===== config.mk =====
export PLATFORM = sky130hd
export DESIGN_NAME = hlfd_queue
export DESIGN_NICKNAME = d
export VERILOG_FILES = /design/src/hlfd_pkg.sv /design/src/hlfd_queue.sv
export SDC_FILE = /design/constraint.sdc
export NUM_CORES = 1
export LEC_CHECK = 0
export BUFFER_PORTS_ARGS = -buffer_cell sky130_fd_sc_hd__buf_2
export CAP_MARGIN = 20
export CORE_MARGIN = 4
export CORE_UTILIZATION = 30
export DETAILED_ROUTE_END_ITERATION = 16
export SYNTH_ARGS = -nofsm -noshare
export SYNTH_HDL_FRONTEND = slang
export SYNTH_SLANG_ARGS = --single-unit
export TNS_END_PERCENT = 100

===== constraint.sdc =====
create_clock -name clk -period 3.95 [get_ports clk]
set_input_delay 0.5925 -clock clk [delete_from_list [all_inputs] [get_ports clk]]
set_output_delay 0.5925 -clock clk [all_outputs]
set_load 0.05 [all_outputs]

===== src/hlfd_pkg.sv =====
// shared types and constants of the multi-bit huffman lookahead decoder
// no dependencies; imported by every module of the block except hlfd_ram
package hlfd_pkg;

  localparam int LOOKAHEAD_BITS_DEF    = 4;
  localparam int MAX_STATES_DEF        = 512;
  localparam int SYMBOLS_PER_ENTRY_DEF = 4;

  localparam int IDX_W           = 13;
  localparam int STATE_FIELD_W   = 9;
  localparam int CNT_W           = 3;
  localparam int SYMS_W          = 32;
  localparam int SYM_W           = 8;
  localparam int WIN_W           = 4;
  localparam int WIN_MAX_W       = 8;
  localparam int COUNT_W         = 24;
  localparam int MAX_SYMS_PACKED = 4;
  localparam int QUEUE_DEPTH     = 4;
  localparam int IN_DATA_W       = 64;
  localparam int IN_USER_W       = 2;
  localparam int OUT_DATA_W      = 16;

  typedef enum logic [1:0] {
    OP_WRITE   = 2'd0,
    OP_DECODE  = 2'd1,
    OP_RESTART = 2'd2
  } op_t;

  // table entry, next state in the low bits
  typedef struct packed {
    logic [SYMS_W-1:0]        syms;
    logic [CNT_W-1:0]         cnt;
    logic [CNT_W-1:0]         used;
    logic [STATE_FIELD_W-1:0] next;
  } entry_t;

  localparam int ENTRY_W = $bits(entry_t);

  // classified command handed from front to back
  typedef struct packed {
    op_t                  op;
    logic [IDX_W-1:0]     idx;
    logic [IDX_W-1:0]     quot;
    entry_t               entry;
    logic [WIN_MAX_W-1:0] win;
  } cmd_t;

  // result job handed from back to the output stage
  typedef struct packed {
    logic [SYMS_W-1:0] syms;
    logic [CNT_W-1:0]  count;
    logic [CNT_W-1:0]  used;
    logic              done_end;
  } job_t;

endpackage


===== src/hlfd_queue.sv =====
// small command queue between front and back
// uses hlfd_pkg for the command type and depth
module hlfd_queue import hlfd_pkg::*; (
  input  logic clk,
  input  logic rst_n,
  input  logic push,
  input  cmd_t push_cmd,
  output logic full,
  output logic head_valid,
  output cmd_t head_cmd,
  input  logic pop
);

  localparam int PW = $clog2(QUEUE_DEPTH);

  cmd_t          mem_r [QUEUE_DEPTH];
  logic [PW-1:0] wr_ptr_r, wr_ptr_nxt;
  logic [PW-1:0] rd_ptr_r, rd_ptr_nxt;
  logic [PW:0]   count_r, count_nxt;

  assign full       = (count_r == (PW+1)'(QUEUE_DEPTH));
  assign head_valid = (count_r != '0);
  assign head_cmd   = mem_r[rd_ptr_r];

  always_comb begin
    wr_ptr_nxt = wr_ptr_r;
    rd_ptr_nxt = rd_ptr_r;
    count_nxt  = count_r;
    if (push) begin
      wr_ptr_nxt = (wr_ptr_r == PW'(QUEUE_DEPTH - 1)) ? '0 : wr_ptr_r + 1'b1;
    end
    if (pop) begin
      rd_ptr_nxt = (rd_ptr_r == PW'(QUEUE_DEPTH - 1)) ? '0 : rd_ptr_r + 1'b1;
    end
    if (push && !pop) begin
      count_nxt = count_r + 1'b1;
    end else if (pop && !push) begin
      count_nxt = count_r - 1'b1;
    end
  end

  always_ff @(posedge clk) begin
    if (!rst_n) begin
      wr_ptr_r <= '0;
      rd_ptr_r <= '0;
      count_r  <= '0;
    end else begin
      wr_ptr_r <= wr_ptr_nxt;
      rd_ptr_r <= rd_ptr_nxt;
      count_r  <= count_nxt;
    end
  end

  always_ff @(posedge clk) begin
    if (push) begin
      mem_r[wr_ptr_r] <= push_cmd;
    end
  end

  queue_no_underflow: assert property (@(posedge clk) disable iff (!rst_n)
    pop |-> head_valid)
    else $error("queue popped while empty");

endmodule


==> flow_summary.yaml <==
status:
  outcome: "finished clean"
synthesis:
  synth_nets: 571
  synth_seq_cells: 341
  synth_fa_ha_area_frac: 0.00765
  ys_warn_count: 0
  synth_compound_area_frac: 0.00161
  synthSimpleGateAreaFrac: 0.00734
  synthDistinctLibCells: 21
  synth_top_family_by_area: "multiplexers"
  synth.area.mux_share: 0.154
  synthCells: 477
  synth_xor_area_frac: 0.00141
  synth_area_leaders: "edfxtp_1 80%, mux4_2 15%, dfxtp_1 1.4%, buf_6 0.72%, ha_1 0.60%"
  syn_area_per_cell_um2: 26.1
  synth_top_area_cell: "edfxtp_1"
  syn_area_um2: 12400
  yosys.area.top_type_share: 0.802
  seq_area_frac_synth: 0.816
route:
  drc: 0
  drt-initial-drc-count: 267
  vias_per_cell: 4.49
  ant_nets: 0
  routedWlPerCell_um: 19.8
  num_vias: 5567
  finalWirelength_mm: 24.5
  first_pass_iters: 4
finish:
  drive_above_1_share: 0.459
  areaGrowthSynthToFinish_pct: 22.4
  fin_cells: 1241
  fin_nets: 773
  fin_util: 0.372
sta:
  hold_viol: 0
  finalClockSkew_ns: 0.0150
  final_max_slew_viol_count: 0
  setup_ws_ns: 0.996
  fmax_mhz: 339
  post-route-period-util: 0.748
  rsz0062_at_grt: "false"
  worst_pin_slew_ns: 0.830
  setup_viol: 0
  final.setup.tns_ns: 0
  slew_headroom: 0.447
  min_period_ns: 2.95
pwr:
  intPower_mw: 6.54
  leakage_nw: 5.06
  combPwrFrac: 0.117
  seq_power_share: 0.485
  powerDensity_nw_per_um2: 570
  peakVddDrop_mv: 0.351
  clkPwrFrac: 0.398
  swShare: 0.246
  power_switching_mw: 2.13
  p_total_mw: 8.68
global_routing:
  antenna_found_initial: 3
  grt_pass1_wl_mm: 37.9
  grt_max_degree: 52
  grtUsageTotal: 0.111
  grt_pass1_vias: 6288
  grt_overflow: 0
die:
  start_util: 0.304
  dieArea_um2: 44800
  die_w_um: 212
  coreArea_um2: 40900
  die_y_um: 212
  fp-row-count: 74
  io_pins: 172
placement:
  pre_cts_ws_ns: 1.46
  finalWeightedCongestion: 0.668
  portBuffers: 171
  dp.cells: 1170
  dp_hpwl_mm: 14.6
min_path:
  min_from: "push_cmd[76]"
  hold_depth: 1
  hold_path.class: "in2reg"
  hold-path-endpoint: "mem_r[2][76]$_DFFE_PP_"
worst_setup_path:
  required_ns: 3.36
  endpoint_kind: "primary output"
  critPathKind: "reg2out"
  cp_data_arrival_time_ns: 2.36
  r2r-end: "mem_r[2][6]$_DFFE_PP_"
  critPathLaunchType: "flip-flop"
  worstPathMaxFanout: 42
  reg2regPathDepth: 4
  rr_startpoint: "wr_ptr_r[0]$_SDFFE_PN0P_"
  reg2reg_setup_slack_ns: 2.01
clocking:
  cts_tree: "built"
  post-cts-setup-buffers: 0
  insertion_delay_ns: 0.53
  cts_resized: 0
  cts_root_buf: "clkbuf_16"
  cts_inserted_buffers: 39
  cts_sinks: 341
  clk_pin_slew_ns: 0.06
  cts_hold_buf: 0
  cts_max_path_buffers: 3
  cts_htree_levels: 2
flow_run:
  cap_violations: 0
==> cell usage after synthesis <==
| cell | count |
|---|---|
| o21ai_0 | 1 |
| o21a_1 | 1 |
| fa_1 | 1 |
| nor2_1 | 1 |
| xnor2_1 | 1 |
| nor3_1 | 1 |
| a21boi_0 | 1 |
| buf_2 | 9 |
| nor3b_1 | 1 |
| inv_1 | 4 |
| clkbuf_1 | 1 |
| buf_6 | 8 |
| nor2b_1 | 5 |
| mux4_2 | 83 |
| mux2i_1 | 4 |
| edfxtp_1 | 332 |
| dfxtp_1 | 9 |
| xor2_1 | 1 |
| and2_1 | 5 |
| ha_1 | 6 |
| or3_1 | 2 |
==> per-stage QoR <==
stage	hold WS (ns)	instance area [µm²]
after floorplan	0.467	12400
after global placement	0.488	14000
after detailed placement	0.505	14000
after CTS	0.227	15200
after global routing	0.243	15200
final	0.276	15200
==> logic make-up after synthesis <==
group | after synthesis
flip-flops | 341
multiplexers | 87
buffers and inverters | 22
AND/OR/NAND/NOR | 15
adder cells (fa/ha/maj) | 7
AO/OA/AOI/OAI | 3
XOR/XNOR | 2
==> sequential cells by signal, summed over array words and instances, names as in the netlist, named ones only <==
signal / flops
wr_ptr_r: 2
mem_r: 332
rd_ptr_r: 2
count_r: 3
==> how the worst max path moves through the flow <==
stage,start,end,slack [ns],cells past startpoint
2_1_floorplan,push,mem_r[0][0]$_DFFE_PP_,0.98,1
3_3_place_gp,flip-flop,head_cmd[33],1.47,3
3_5_place_dp,flip-flop,head_cmd[79],1.46,3
4_1_cts,flip-flop,head_cmd[79],0.87,3
5_1_grt,flip-flop,head_cmd[3],0.83,3
6_report,flip-flop,head_cmd[33],1.0,3
==> layout make-up <==
type                            count  area (µm²)
Fill cell                        3753       25700
Sequential cell                   341       10200
Multi-Input combinational cell    114        2140
Clock buffer                       48        1050
Timing Repair Buffer              179         991
Tap cell                          532         666
Clock inverter                     20         190
Inverter                            4        15.0
Antenna cell                        3        7.51
==> worst max-delay path, cell delays in order, from the launching register on <==
cell	delay, ns
dfxtp_4	0.77
buf_4	0.46
mux4_2	0.37
buf_2	0.23
==> layout by cell type, fill, tap and decap left out, types with 2 or more instances in the layout <==
master,Yosys,layout
and2_4,0,4
buf_12,0,6
buf_2,9,171
buf_4,0,2
bufinv_16,0,3
clkbuf_1,1,7
clkbuf_16,0,41
clkinv_1,0,5
clkinv_2,0,6
clkinv_4,0,2
clkinvlp_4,0,3
dfxtp_1,9,7
dfxtp_4,0,2
diode_2,0,3
edfxtp_1,332,332
ha_1,6,6
inv_1,4,4
mux2i_1,4,4
mux4_2,83,83
nor2b_1,5,5
or3_1,2,2
==> power groups by stage <==
stage	Clock, mW	Sequential, mW	Combinational, mW
6_report	3.45	4.21	1.02
4_1_cts	3.58	4.21	1.04
5_1_grt	3.74	4.22	1.08
3_3_place_gp	0	4.28	1.03
3_5_place_dp	0	4.29	1.04
2_1_floorplan	0	4.26	0.769
==> routing by layer <==
layer  vias to the layer above  track usage  part of all wire
met5                         -            0           0.00053
li1                       2465            -                 -
met3                        48       0.0362             0.068
met2                       148        0.185              0.50
met4                         2       0.0393             0.025
met1                      2904        0.137              0.41
No activity file was read; power rests on OpenSTA's default activity.
