===== src/hlfd_pkg.sv =====
// shared types and constants of the multi-bit huffman lookahead decoder
// no dependencies; imported by every module of the block except hlfd_ram
package hlfd_pkg;

  localparam int LOOKAHEAD_BITS_DEF    = 4;
  localparam int MAX_STATES_DEF        = 512;
  localparam int SYMBOLS_PER_ENTRY_DEF = 4;

  localparam int IDX_W           = 13;
  localparam int STATE_FIELD_W   = 9;
  localparam int CNT_W           = 3;
  localparam int SYMS_W          = 32;
  localparam int SYM_W           = 8;
  localparam int WIN_W           = 4;
  localparam int WIN_MAX_W       = 8;
  localparam int COUNT_W         = 24;
  localparam int MAX_SYMS_PACKED = 4;
  localparam int QUEUE_DEPTH     = 4;
  localparam int IN_DATA_W       = 64;
  localparam int IN_USER_W       = 2;
  localparam int OUT_DATA_W      = 16;

  typedef enum logic [1:0] {
    OP_WRITE   = 2'd0,
    OP_DECODE  = 2'd1,
    OP_RESTART = 2'd2
  } op_t;

  // table entry, next state in the low bits
  typedef struct packed {
    logic [SYMS_W-1:0]        syms;
    logic [CNT_W-1:0]         cnt;
    logic [CNT_W-1:0]         used;
    logic [STATE_FIELD_W-1:0] next;
  } entry_t;

  localparam int ENTRY_W = $bits(entry_t);

  // classified command handed from front to back
  typedef struct packed {
    op_t                  op;
    logic [IDX_W-1:0]     idx;
    logic [IDX_W-1:0]     quot;
    entry_t               entry;
    logic [WIN_MAX_W-1:0] win;
  } cmd_t;

  // result job handed from back to the output stage
  typedef struct packed {
    logic [SYMS_W-1:0] syms;
    logic [CNT_W-1:0]  count;
    logic [CNT_W-1:0]  used;
    logic              done_end;
  } job_t;

endpackage


===== src/hlfd_emit.sv =====
// output stage: unpacks one job into result transactions, one symbol each
// uses hlfd_pkg for the job type
module hlfd_emit import hlfd_pkg::*; (
  input  logic                  clk,
  input  logic                  rst_n,
  input  logic                  job_valid,
  input  job_t                  job,
  output logic                  job_ready,
  output logic                  out_tvalid,
  input  logic                  out_tready,
  output logic [OUT_DATA_W-1:0] out_tdata,   // symbol, bits_consumed, done_res
  output logic [0:0]            out_tuser,   // symbol_valid
  output logic                  out_tlast
);

  logic              em_valid_r, em_valid_nxt;
  logic [SYMS_W-1:0] em_syms_r, em_syms_nxt;
  logic [CNT_W-1:0]  em_left_r, em_left_nxt;
  logic [CNT_W-1:0]  em_used_r, em_used_nxt;
  logic              em_done_r, em_done_nxt;
  logic              em_last;
  logic              has_sym;

  // a job with no symbols still gives one result
  assign em_last   = (em_left_r <= CNT_W'(1));
  assign has_sym   = (em_left_r != '0);
  assign job_ready = !em_valid_r || (out_tready && em_last);

  always_comb begin
    em_valid_nxt = em_valid_r;
    em_syms_nxt  = em_syms_r;
    em_left_nxt  = em_left_r;
    em_used_nxt  = em_used_r;
    em_done_nxt  = em_done_r;
    if (em_valid_r && out_tready && !em_last) begin
      em_left_nxt = em_left_r - 1'b1;
      em_syms_nxt = em_syms_r >> SYM_W;
    end
    if (job_valid && job_ready) begin
      em_valid_nxt = 1'b1;
      em_syms_nxt  = job.syms;
      em_left_nxt  = job.count;
      em_used_nxt  = job.used;
      em_done_nxt  = job.done_end;
    end else if (em_valid_r && out_tready && em_last) begin
      em_valid_nxt = 1'b0;
    end
  end

  always_ff @(posedge clk) begin
    if (!rst_n) begin
      em_valid_r <= 1'b0;
    end else begin
      em_valid_r <= em_valid_nxt;
    end
  end

  always_ff @(posedge clk) begin
    em_syms_r <= em_syms_nxt;
    em_left_r <= em_left_nxt;
    em_used_r <= em_used_nxt;
    em_done_r <= em_done_nxt;
  end

  assign out_tvalid   = em_valid_r;
  assign out_tlast    = em_last;
  assign out_tuser[0] = has_sym;
  assign out_tdata    = {4'b0000, em_last && em_done_r, em_used_r,
                         has_sym ? em_syms_r[SYM_W-1:0] : {SYM_W{1'b0}}};

  emit_left_bound: assert property (@(posedge clk) disable iff (!rst_n)
    em_valid_r |-> (em_left_r <= CNT_W'(MAX_SYMS_PACKED)))
    else $error("output stage holds too many symbols");

endmodule


===== config.mk =====
export PLATFORM = sky130hd
export DESIGN_NAME = hlfd_emit
export DESIGN_NICKNAME = d
export VERILOG_FILES = /design/src/hlfd_pkg.sv /design/src/hlfd_emit.sv
export SDC_FILE = /design/constraint.sdc
export NUM_CORES = 1
export LEC_CHECK = 0
export BUFFER_PORTS_ARGS = -buffer_cell sky130_fd_sc_hd__buf_2
export CORE_UTILIZATION = 30
export DETAILED_ROUTE_END_ITERATION = 6
export GPL_TIMING_DRIVEN = 0
export SLEW_MARGIN = 20
export SYNTH_ARGS = -nofsm -noshare
export SYNTH_HDL_FRONTEND = slang
export SYNTH_SLANG_ARGS = --single-unit

===== constraint.sdc =====
create_clock -name clk -period 3.7 [get_ports clk]
set_input_delay 0.74 -clock clk [delete_from_list [all_inputs] [get_ports clk]]
set_output_delay 0.74 -clock clk [all_outputs]
set_load 0.1 [all_outputs]

==> reports/metrics.csv <==
stage,metric,value,unit
timing,fin_tns_setup,0,ps
power_and_ir_drop,power_density,599,mW/mm^2
cells_and_area,antenna_cells,0,
worst_setup_path,critical_path.endpoint_type,output port,
cells_and_area,layout_commonest_cell,buf_2,
cells_and_area,syn2layout_area_growth,29.8,%
synthesis,synthCells,111,
worst_setup_path,crit_cells,6,
detailed_routing,viasPerCell,4.06,
cts,clkTransAtPathRegs,80,ps
worst_setup_path,cp_cell_sequence,"inv_1, ha_1, nand2b_1, clkbuf_1, and2_1, buf_2",
die,die_h,79.7,um
worst_setup_path,reg2reg_depth,6,
detailed_routing,drt_wl_total,2.95,mm
global_routing,grt-ovfl-total,0,
die,core,0.00568,mm^2
worst_setup_path,worst-path-buf-inv,3,
cts,clock_tree.buffer_depth,2,
cells_and_area,finalNonFillerCells,254,
power_and_ir_drop,p_leak,0.000975,uW
cts,root_buffer,clkbuf_8,
worst_setup_path,cp_data_required_time,2960,ps
synthesis,ys_types,23,
timing,finalSetupViolations,0,
cts,tritoncts,yes,
status,status,"complete, no violations",
cts,htree_levels,2,
run,cap_violations,0,
timing,fin_skew,4.04,ps
cells_and_area,n_fill_cell,534,
cts,cts_sinks,40,
synthesis,synth-seq-cells,40,
cts,cts_setup_buffers,0,
detailed_routing,ant_nets,0,
worst_hold_path,whs_path_depth,1,
synthesis,syn_area,0.00181,mm^2
worst_setup_path,path_class,reg2out,
cells_and_area,drive_above_1_share,56.6,%
global_routing,antenna_found_initial,0,
worst_hold_path,hold_path_class,reg2reg,
worst_setup_path,critical-path-top-delay-family,buffers and inverters,
detailed_routing,vias,1031,
cells_and_area,nNetsFinal,227,
cts,ctsHoldBuffers,0,
synthesis,ys_warn_count,0,
die,boundaryPins,63,
global_routing,grt_start_max_net_pins,14,
cts,cts_resized,0,
timing,max_slew_margin,55.3,%
detailed_routing,wire_per_inst,11.6,um
die,initial_core_util,31.9,%
detailed_routing,drt_first_iter_violations,29,
timing,setup_ws,1120,ps
worst_setup_path,critPathLaunchType,flip-flop,
placed_design,dp_slack,1350,ps
synthesis,synth_area_per_cell,16.3,um^2
die,dieArea,0.00635,mm^2
timing,rsz0062_at_grt,false,
cells_and_area,final_core_util,41.4,%
timing,hold_violations,0,
timing,worstMarginPinSlew,671,ps
synthesis,ys_seq_area_share,65.8,%
worst_setup_path,crit_fanout,9,
detailed_routing,drc_errors,0,
die,rows,27,
synthesis,netlist.area_leader.share,64.7,%
synthesis,synth.area.top_cells,"edfxtp_1, mux2_2, and2_1",
timing,slew_violations,0,
worst_setup_path,arrival,1840,ps
synthesis,synth_top_cell_by_area,edfxtp_1,
timing,fmax,387,MHz
timing,post-route-period-util,69.9,%
timing,timing.hold.ws,527,ps
worst_setup_path,cp_slowest_cell,buf_2,
worst_setup_path,critPathMaxStageDelay,420,ps
cells_and_area,final_cell_mix,"buf_2, edfxtp_1, mux2_2",
placed_design,place_inst,246,
cts,cts_made_buffers,5,
placed_design,numPortBuffers,58,
detailed_routing,dr.pass1.iters,4,
cts,clock_latency,290,ps
timing,fin_crit,2580,ps
global_routing,grt_pass1_vias,1012,
global_routing,grt_pass1_wl,4.91,mm
power_and_ir_drop,vdd_drop_max,283,uV
placed_design,gp_congestion,0.676,
die,die_width,79.7,um
placed_design,dpl.hpwl,2.22,mm
global_routing,grtUsageTotal,10.5,%
[Yosys cell counts]
cell / instances
mux2_2: 24
conb_1: 1
o32ai_4: 1
buf_6: 2
ha_1: 3
o31ai_1: 1
xor2_1: 1
nand2b_1: 1
a22oi_1: 1
clkbuf_1: 1
inv_1: 5
nor2_1: 1
buf_2: 1
nand2_1: 1
edfxtp_1: 39
buf_4: 4
mux2i_1: 1
o21ba_2: 1
o21ai_0: 1
and2_1: 17
dfxtp_1: 1
a21boi_0: 1
mux2_1: 2
[per-stage QoR]
step                cell area (um^2)  total power, uW
floorplan                       1830              987
finish                          2350             1410
global placement                2210             1060
CTS                             2350             1420
global route                    2350             1480
detailed placement              2240             1070
[layer usage]
metal / global-route usage (%) / wire (um) / vias to the layer above
li1: - / - / 532
met1: 14.5 / 1430 / 454
met2: 14.7 / 1280 / 40
met3: 3.54 / 179 / 5
met4: 4.91 / 58 / 0
met5: 0 / 0 / -
[report_power, final]
group,switching [uW],internal [uW],total (uW)
clock network,151,199,350
registers,22.5,585,608
logic,325,123,448
[final cells by class]
| class | count | area (um^2) | area share [%] |
|---|---|---|---|
| tap | 72 | 90.1 | 3.84 |
| multi-input combinational | 61 | 559 | 23.8 |
| timing repair buffer | 60 | 317 | 13.5 |
| sequential | 40 | 1190 | 50.7 |
| inverter | 5 | 18.8 | 0.799 |
| clock buffer | 5 | 68.8 | 2.93 |
| buffer | 8 | 61.3 | 2.61 |
| clock inverter | 3 | 42.5 | 1.81 |
[sequential cells by signal, summed over array words and instances (netlist names)]
| register | flops |
|---|---|
| em_used_r | 3 |
| out_tvalid | 1 |
| em_done_r | 1 |
| em_left_r | 3 |
| em_syms_r | 32 |
[cell families after synthesis]
kind of cell,synth area share (%)
adder cells (fa/ha/maj),2.07
multiplexers,16.7
other,0.207
flip-flops,65.8
XOR/XNOR,0.484
buffers and inverters,4.43
AO/OA/AOI/OAI,3.60
AND/OR/NAND/NOR,6.64
[path summary, 6_finish.rpt]
path,endpoint,slack (ps),from
setup / recovery,out_tdata[2],1120,em_left_r[0]$_DFFE_PP_
hold / removal,em_syms_r[23]$_DFFE_PP_,530,em_syms_r[31]$_SDFFCE_PN0P_
setup reg to reg,em_syms_r[28]$_SDFFCE_PN0P_,1370,em_left_r[0]$_DFFE_PP_
hold reg to reg,em_syms_r[23]$_DFFE_PP_,530,em_syms_r[31]$_SDFFCE_PN0P_
Power figures use the tool's default switching activity.
